$ cat config.mk
export PLATFORM = sky130hd
export DESIGN_NAME = opta_ctrl
export DESIGN_NICKNAME = d
export VERILOG_FILES = /design/src/design/opta_pkg.sv /design/src/design/opta_ctrl.sv
export SDC_FILE = /design/constraint.sdc
export NUM_CORES = 1
export LEC_CHECK = 0
export ABC_AREA = 1
export BUFFER_PORTS_ARGS = -buffer_cell sky130_fd_sc_hd__buf_2
export CAP_MARGIN = 0
export CORE_AREA = 2 2 39 41
export DETAILED_ROUTE_END_ITERATION = 8
export DIE_AREA = 0 0 41 43
export GPL_ROUTABILITY_DRIVEN = 1
export PLACE_DENSITY_LB_ADDON = 0.15
export SETUP_SLACK_MARGIN = 0.05
export SYNTH_ARGS = -nofsm -noshare
export SYNTH_HDL_FRONTEND = slang
export SYNTH_SLANG_ARGS = --single-unit
$ cat constraint.sdc
create_clock -name i_clk -period 1.43 [get_ports i_clk]
set_input_delay 0.143 -clock i_clk [delete_from_list [all_inputs] [get_ports i_clk]]
set_output_delay 0.143 -clock i_clk [all_outputs]
set_load 0.005 [all_outputs]
$ cat src/design/opta_pkg.sv
package opta_pkg;

    // Tile geometry
    localparam int ROWS  = 16;
    localparam int COLS  = 64;
    localparam int GROUP = 4;

    localparam int DEPTH  = ROWS * COLS;
    localparam int ADDR_W = (DEPTH > 1) ? $clog2(DEPTH) : 1;
    localparam int AROW_W = (ROWS > 1) ? $clog2(ROWS) : 1;
    localparam int URW    = $clog2(ROWS + 1);
    localparam int UCW    = $clog2(COLS + 1);

    // Item and result fields
    localparam int ACTION_W = 3;
    localparam int ROW_W    = 4;
    localparam int COL_W    = 6;
    localparam int DATA_W   = 8 * GROUP;
    localparam int VALUE_W  = 32;
    localparam int PROD_W   = 16;
    localparam int DOT_W    = PROD_W + 2;

    // Configuration registers
    localparam int CFG_IDX_W  = 1;
    localparam int CFG_DATA_W = 7;
    localparam int CFG_ROWS_W = 5;
    localparam int CFG_COLS_W = 7;

    localparam logic [CFG_IDX_W-1:0]  CFG_ROWS_IDX   = 1'b0;
    localparam logic [CFG_IDX_W-1:0]  CFG_COLS_IDX   = 1'b1;
    localparam logic [CFG_ROWS_W-1:0] CFG_ROWS_RESET = 5'd16;
    localparam logic [CFG_COLS_W-1:0] CFG_COLS_RESET = 7'd64;

    // Actions
    localparam logic [ACTION_W-1:0] ACT_CLEAR = 3'd0;
    localparam logic [ACTION_W-1:0] ACT_LOAD  = 3'd1;
    localparam logic [ACTION_W-1:0] ACT_LOADA = 3'd2;
    localparam logic [ACTION_W-1:0] ACT_ACC   = 3'd3;
    localparam logic [ACTION_W-1:0] ACT_READ  = 3'd4;

    typedef struct packed {
        logic take;        // capture the transferred item, reset the counter
        logic clr_wr;      // write zero at the sweep counter
        logic ld_wr;       // write one accumulator from the item
        logic lda_wr;      // store the item as an A group
        logic acc_issue;   // start one row through the dot pipeline
        logic rd_en;       // read the accumulator addressed by the item
        logic out_load;    // move the read data into the output register
    } t_dp_cmd;

    typedef struct packed {
        logic acc_go;      // column used and at least one row used
        logic row_last;    // counter sits on the last used row
        logic clr_last;    // counter sits on the last tile entry
        logic pipe_busy;   // accumulate writes still pending
        logic out_free;    // output register can take a result
    } t_dp_status;

endpackage

$ cat src/design/opta_ctrl.sv
module opta_ctrl (
    input  logic                          i_clk,
    input  logic                          i_rst_n,
    input  logic                          i_in_valid,
    input  logic [opta_pkg::ACTION_W-1:0] i_action,
    input  opta_pkg::t_dp_status          i_status,
    output logic                          o_in_ready,
    output opta_pkg::t_dp_cmd             o_cmd
);

    localparam logic [2:0] S_IDLE  = 3'd0;
    localparam logic [2:0] S_CLEAR = 3'd1;
    localparam logic [2:0] S_LOAD  = 3'd2;
    localparam logic [2:0] S_LOADA = 3'd3;
    localparam logic [2:0] S_ACC   = 3'd4;
    localparam logic [2:0] S_DRAIN = 3'd5;
    localparam logic [2:0] S_READ  = 3'd6;
    localparam logic [2:0] S_RESP  = 3'd7;

    logic [2:0] r_state;
    logic [2:0] n_state;

    always_ff @(posedge i_clk) begin
        if (!i_rst_n) begin
            r_state <= S_IDLE;
        end else begin
            r_state <= n_state;
        end
    end

    always_comb begin
        n_state    = r_state;
        o_in_ready = 1'b0;
        o_cmd      = '0;
        unique case (r_state)
            S_IDLE: begin
                o_in_ready = 1'b1;
                if (i_in_valid) begin
                    o_cmd.take = 1'b1;
                    unique case (i_action)
                        opta_pkg::ACT_CLEAR: n_state = S_CLEAR;
                        opta_pkg::ACT_LOAD:  n_state = S_LOAD;
                        opta_pkg::ACT_LOADA: n_state = S_LOADA;
                        opta_pkg::ACT_ACC:   n_state = S_ACC;
                        opta_pkg::ACT_READ:  n_state = S_READ;
                        default:             n_state = S_IDLE;
                    endcase
                end
            end
            S_CLEAR: begin
                o_cmd.clr_wr = 1'b1;
                if (i_status.clr_last) begin
                    n_state = S_IDLE;
                end
            end
            S_LOAD: begin
                o_cmd.ld_wr = 1'b1;
                n_state     = S_IDLE;
            end
            S_LOADA: begin
                o_cmd.lda_wr = 1'b1;
                n_state      = S_IDLE;
            end
            S_ACC: begin
                // drop the item when its column or every row is masked
                if (!i_status.acc_go) begin
                    n_state = S_IDLE;
                end else begin
                    o_cmd.acc_issue = 1'b1;
                    if (i_status.row_last) begin
                        n_state = S_DRAIN;
                    end
                end
            end
            S_DRAIN: begin
                if (!i_status.pipe_busy) begin
                    n_state = S_IDLE;
                end
            end
            S_READ: begin
                o_cmd.rd_en = 1'b1;
                n_state     = S_RESP;
            end
            S_RESP: begin
                // hold the read data until the output register frees up
                if (i_status.out_free) begin
                    o_cmd.out_load = 1'b1;
                    n_state        = S_IDLE;
                end
            end
            default: n_state = S_IDLE;
        endcase
    end

`ifndef SYNTHESIS
    a_idle_no_pending_writes: assert property (
        @(posedge i_clk) disable iff (!i_rst_n)
        (r_state == S_IDLE) |-> !i_status.pipe_busy
    ) else $error("accumulate writes pending while idle");

    a_one_memory_op: assert property (
        @(posedge i_clk) disable iff (!i_rst_n)
        $onehot0({o_cmd.clr_wr, o_cmd.ld_wr, o_cmd.lda_wr, o_cmd.acc_issue, o_cmd.rd_en})
    ) else $error("more than one memory operation commanded");
`endif

endmodule

==> impl_results.html <==
<table>
<tr><th>Metric</th><th>Value</th></tr>
<tr><th colspan="2">Clock network</th></tr>
<tr><td>Post-CTS repair timing setup buffer count</td><td>0</td></tr>
<tr><td>Number of clock sinks</td><td>3</td></tr>
<tr><td>Hold buffer count at CTS</td><td>0</td></tr>
<tr><td>TritonCTS clock tree</td><td>yes</td></tr>
<tr><td>Clk Latency, worst-skew pair</td><td>0.23 ns</td></tr>
<tr><td>Clock root buffer master</td><td>sky130_fd_sc_hd__clkbuf_4</td></tr>
<tr><td>Maximum number of buffers from clock root to sink</td><td>2</td></tr>
<tr><td>Register clock-pin slew on the reported worst setup and hold paths</td><td>0.04 ns</td></tr>
<tr><td>Number of CTS-inserted buffers</td><td>3</td></tr>
<tr><td>Number of levels in the clock H-tree</td><td>1</td></tr>
<tr><th colspan="2">Route</th></tr>
<tr><td>Via-per-instance ratio</td><td>4.38</td></tr>
<tr><td>Drt initial violations</td><td>3</td></tr>
<tr><td>Wire length after detailed routing</td><td>about 900 um</td></tr>
<tr><td>Remaining antenna violation count</td><td>0</td></tr>
<tr><td>Vias</td><td>438</td></tr>
<tr><td>Number of optimization iterations in the first detailed-route pass</td><td>3</td></tr>
<tr><td>Drt drc</td><td>0</td></tr>
<tr><td>Average wire per standard cell</td><td>between 8 and 9 um</td></tr>
<tr><th colspan="2">Pwr</th></tr>
<tr><td>Cell-internal power</td><td>0.000409 W</td></tr>
<tr><td>Net switching power</td><td>~0.00036 W</td></tr>
<tr><td>Power per Cell Area</td><td>1520 nW/um^2</td></tr>
<tr><td>IR Drop Worst-Case VDD</td><td>approximately 0.00053 V</td></tr>
<tr><td>Switching share of power</td><td>approximately 47%</td></tr>
<tr><td>Relative contribution of the clock network to total power</td><td>19.3%</td></tr>
<tr><td>Combinational share of power</td><td>57.6%</td></tr>
<tr><td>Static leakage</td><td>0.296 nW</td></tr>
<tr><td>Proportion of power drawn by flip-flops and latches</td><td>23.1%</td></tr>
<tr><td>Final total power</td><td>0.000766 W</td></tr>
<tr><th colspan="2">GRT</th></tr>
<tr><td>Global routing usage summed across all routing layers</td><td>12.3%</td></tr>
<tr><td>Wire length of the first global-routing pass</td><td>about 1.4 mm</td></tr>
<tr><td>Largest net degree at the start of global routing</td><td>10</td></tr>
<tr><td>Vias in the first global route</td><td>383</td></tr>
<tr><td>Antenna violations before repair</td><td>0</td></tr>
<tr><td>Global-route congestion overflow total</td><td>0</td></tr>
<tr><th colspan="2">Critical path</th></tr>
<tr><td>Worst Path Max Fanout</td><td>9</td></tr>
<tr><td>Critical Path End Type</td><td>primary output</td></tr>
<tr><td>Crit path arrival time</td><td>1.14 ns</td></tr>
<tr><td>Critical path data required time</td><td>between 1 and 1.5 ns</td></tr>
<tr><td>Setup crit start kind</td><td>register</td></tr>
<tr><td>CP Class</td><td>reg -&gt; out</td></tr>
<tr><th colspan="2">Yosys</th></tr>
<tr><td>Synthesized-area fraction occupied by xor and xnor cells</td><td>0%</td></tr>
<tr><td>Register area share after synthesis</td><td>16.5%</td></tr>
<tr><td>Syn Nets</td><td>73</td></tr>
<tr><td>Total number of yosys warnings</td><td>0</td></tr>
<tr><td>Mux share of post-synthesis cell area</td><td>0%</td></tr>
<tr><td>Share of the synthesized area in compound gates (AO/OA/AOI/OAI)</td><td>under 10%</td></tr>
<tr><td>Distinct cell type count of the synthesized netlist</td><td>20</td></tr>
<tr><td>Main combinational cell family by area after synthesis</td><td>simple AND/OR/NAND/NOR gates</td></tr>
<tr><td>Adder-cell area share of the yosys netlist</td><td>0%</td></tr>
<tr><td>Post-synth design cell area</td><td>~360 um^2</td></tr>
<tr><td>#FFs+latches synth</td><td>3</td></tr>
<tr><td>Synthesized instance count</td><td>62</td></tr>
<tr><td>Average size of a mapped cell</td><td>5.87 um^2</td></tr>
<tr><td>Share of synthesized cell area in and, or, nand and nor gates</td><td>58.8%</td></tr>
<tr><th colspan="2">Timing</th></tr>
<tr><td>Worst hold-check slack</td><td>between 0.15 and 0.2 ns</td></tr>
<tr><td>Clock period minus final worst setup slack</td><td>roughly 1.3 ns</td></tr>
<tr><td>Actual slew at the worst max-slew pin</td><td>0.219 ns</td></tr>
<tr><td>Period utilisation layout</td><td>89.7%</td></tr>
<tr><td>Max-slew violation total from the final report</td><td>0</td></tr>
<tr><td>Achievable frequency</td><td>780 MHz</td></tr>
<tr><td>Largest clock skew in the final design</td><td>0.000385 ns</td></tr>
<tr><td>Post-route setup TNS</td><td>0 ns</td></tr>
<tr><td>RSZ-0062 raised after global routing</td><td>false</td></tr>
<tr><td>Total setup violations reported at the end of the flow</td><td>0</td></tr>
<tr><td>Count of endpoints failing hold in the final timing report</td><td>0</td></tr>
<tr><td>Worst-case headroom to the max-slew limit</td><td>between 80% and 90%</td></tr>
<tr><th colspan="2">Placed design</th></tr>
<tr><td>Final estimated routing congestion in global placement</td><td>0.708</td></tr>
<tr><td>Post-DP HPWL</td><td>about 750 um</td></tr>
<tr><td>Port Buf Inserts</td><td>18</td></tr>
<tr><th colspan="2">Finish</th></tr>
<tr><td>Area added between synthesis and finish</td><td>38.1%</td></tr>
<tr><td>Top register by number of flip-flops</td><td>r_state</td></tr>
<tr><td>Layout cells sized above 1</td><td>~45%</td></tr>
<tr><td>Flip-flop count of the largest register, all copies and words added</td><td>3</td></tr>
<tr><td>Layout Utilization</td><td>36.3%</td></tr>
<tr><td>Final nets</td><td>96</td></tr>
<tr><td>Total inserted antenna cells</td><td>0</td></tr>
<tr><td>Largest regs</td><td>r_state: 3 flops</td></tr>
<tr><th colspan="2">Run</th></tr>
<tr><td>Number of maximum-capacitance violations</td><td>0</td></tr>
<tr><th colspan="2">Floorplanning</th></tr>
<tr><td>X dimension of the die</td><td>41 um</td></tr>
<tr><td>Starting density of the core</td><td>26.3%</td></tr>
<tr><td>Core Box Area</td><td>between 1000 and 1500 um^2</td></tr>
<tr><td>Die outline area</td><td>between 1500 and 2000 um^2</td></tr>
<tr><td>Boundary pin count</td><td>19</td></tr>
<tr><td>Std-Cell Rows</td><td>14</td></tr>
<tr><td>Overall die height</td><td>43 um</td></tr>
<tr><th colspan="2">Hold path</th></tr>
<tr><td>Worst min path class</td><td>in -&gt; reg</td></tr>
<tr><th colspan="2">Status</th></tr>
<tr><td>Outcome</td><td>finished clean</td></tr>
</table>
## critical path, cell delays in order, from the launching register on
cell	delay, ns
sky130_fd_sc_hd__dfxtp_4	0.39
sky130_fd_sc_hd__inv_1	0.09
sky130_fd_sc_hd__nor4_1	0.27
sky130_fd_sc_hd__buf_2	0.16
## Yosys cell counts
master,instances,share of area (%)
sky130_fd_sc_hd__nor2_1,11,11
sky130_fd_sc_hd__nor4_1,1,1.7
sky130_fd_sc_hd__inv_2,3,3.1
sky130_fd_sc_hd__o21bai_2,1,3.1
sky130_fd_sc_hd__nand3_1,3,4.1
sky130_fd_sc_hd__nand2_4,1,3.1
sky130_fd_sc_hd__inv_1,7,7.2
sky130_fd_sc_hd__nor3_1,4,5.5
sky130_fd_sc_hd__o21ai_0,2,2.7
sky130_fd_sc_hd__nand4_1,2,3.4
sky130_fd_sc_hd__o211ai_1,1,2.1
sky130_fd_sc_hd__nand2_1,11,11
sky130_fd_sc_hd__buf_6,1,3.1
sky130_fd_sc_hd__nor2_4,1,3.1
sky130_fd_sc_hd__nor2_2,2,3.4
sky130_fd_sc_hd__nand2_2,2,3.4
sky130_fd_sc_hd__a21oi_1,1,1.4
sky130_fd_sc_hd__dfxtp_1,3,16
sky130_fd_sc_hd__clkinv_1,2,2.1
sky130_fd_sc_hd__nand3_2,3,8.2
## power groups by stage
stage	logic [W]	registers [W]	clock network, W
after floorplan	0.000351	0.000141	0
final	0.000441	0.000177	0.000148
after CTS	0.000448	0.000170	0.000155
after global routing	0.000492	0.000186	0.000162
after global placement	0.000451	0.000168	0
after detailed placement	0.000446	0.000169	0
## layout by cell type, fill, tap and decap left out, drive strengths merged
cell and count:
nor2 14, clkbuf 4, a21oi 1, buf 19
clkinv 2, o211ai 1, nand3 6, o21bai 1
nand2 14, o21ai 2, nand4 2, nor4 1
inv 10, dfxtp 3, nor3 4
## area by class of cell
class,instances,area (um^2)
Clock buffer,4,26.3
Fill cell,170,881
Inverter,12,45.0
Multi-Input combinational cell,46,248
Sequential cell,3,66.3
Tap cell,16,20.0
Timing Repair Buffer,19,97.6
## final timing paths
kind / slack (ns) / cells after the start / from / to
hold / removal: 0.15 / 3 / i_rst_n / r_state[1]
setup / recovery: 0.15 / 3 / r_state[2] / o_cmd[0]
hold reg to reg: 0.53 / 2 / r_state[0] / r_state[0]
setup reg to reg: 0.34 / 7 / r_state[2] / r_state[0]
## routing by layer
| layer | up-vias | part of all wire, % | track usage (%) |
|---|---|---|---|
| met5 | - | 0 | 0 |
| li1 | 242 | - | - |
| met4 | 0 | 1.4 | 8.00 |
| met1 | 182 | 43 | 13.4 |
| met3 | 2 | 5.6 | 4.71 |
| met2 | 12 | 50 | 18.8 |
## what timing repair did
action / 4_1_cts / 5_1_grt
pin swaps: 0 / 0
endpoints found under the hold margin: 0 / 0
endpoints found under the setup margin: 1 / 1
gates resized for setup: 1 / 3
## cell families after synthesis
logic type / Yosys count
flip-flops: 3
AO/OA/AOI/OAI: 5
buffers and inverters: 13
AND/OR/NAND/NOR: 41
## stage by stage
stage | std cells | setup slack (ns) | area [um^2]
finish | 100 | 0.148 | 503
global route | 100 | 0.0828 | 503
CTS | 100 | 0.0590 | 498
detailed placement | 96 | 0.159 | 470
global placement | 96 | 0.138 | 470
floorplan | 62 | 0.392 | 364
Power figures use the tool's default switching activity.
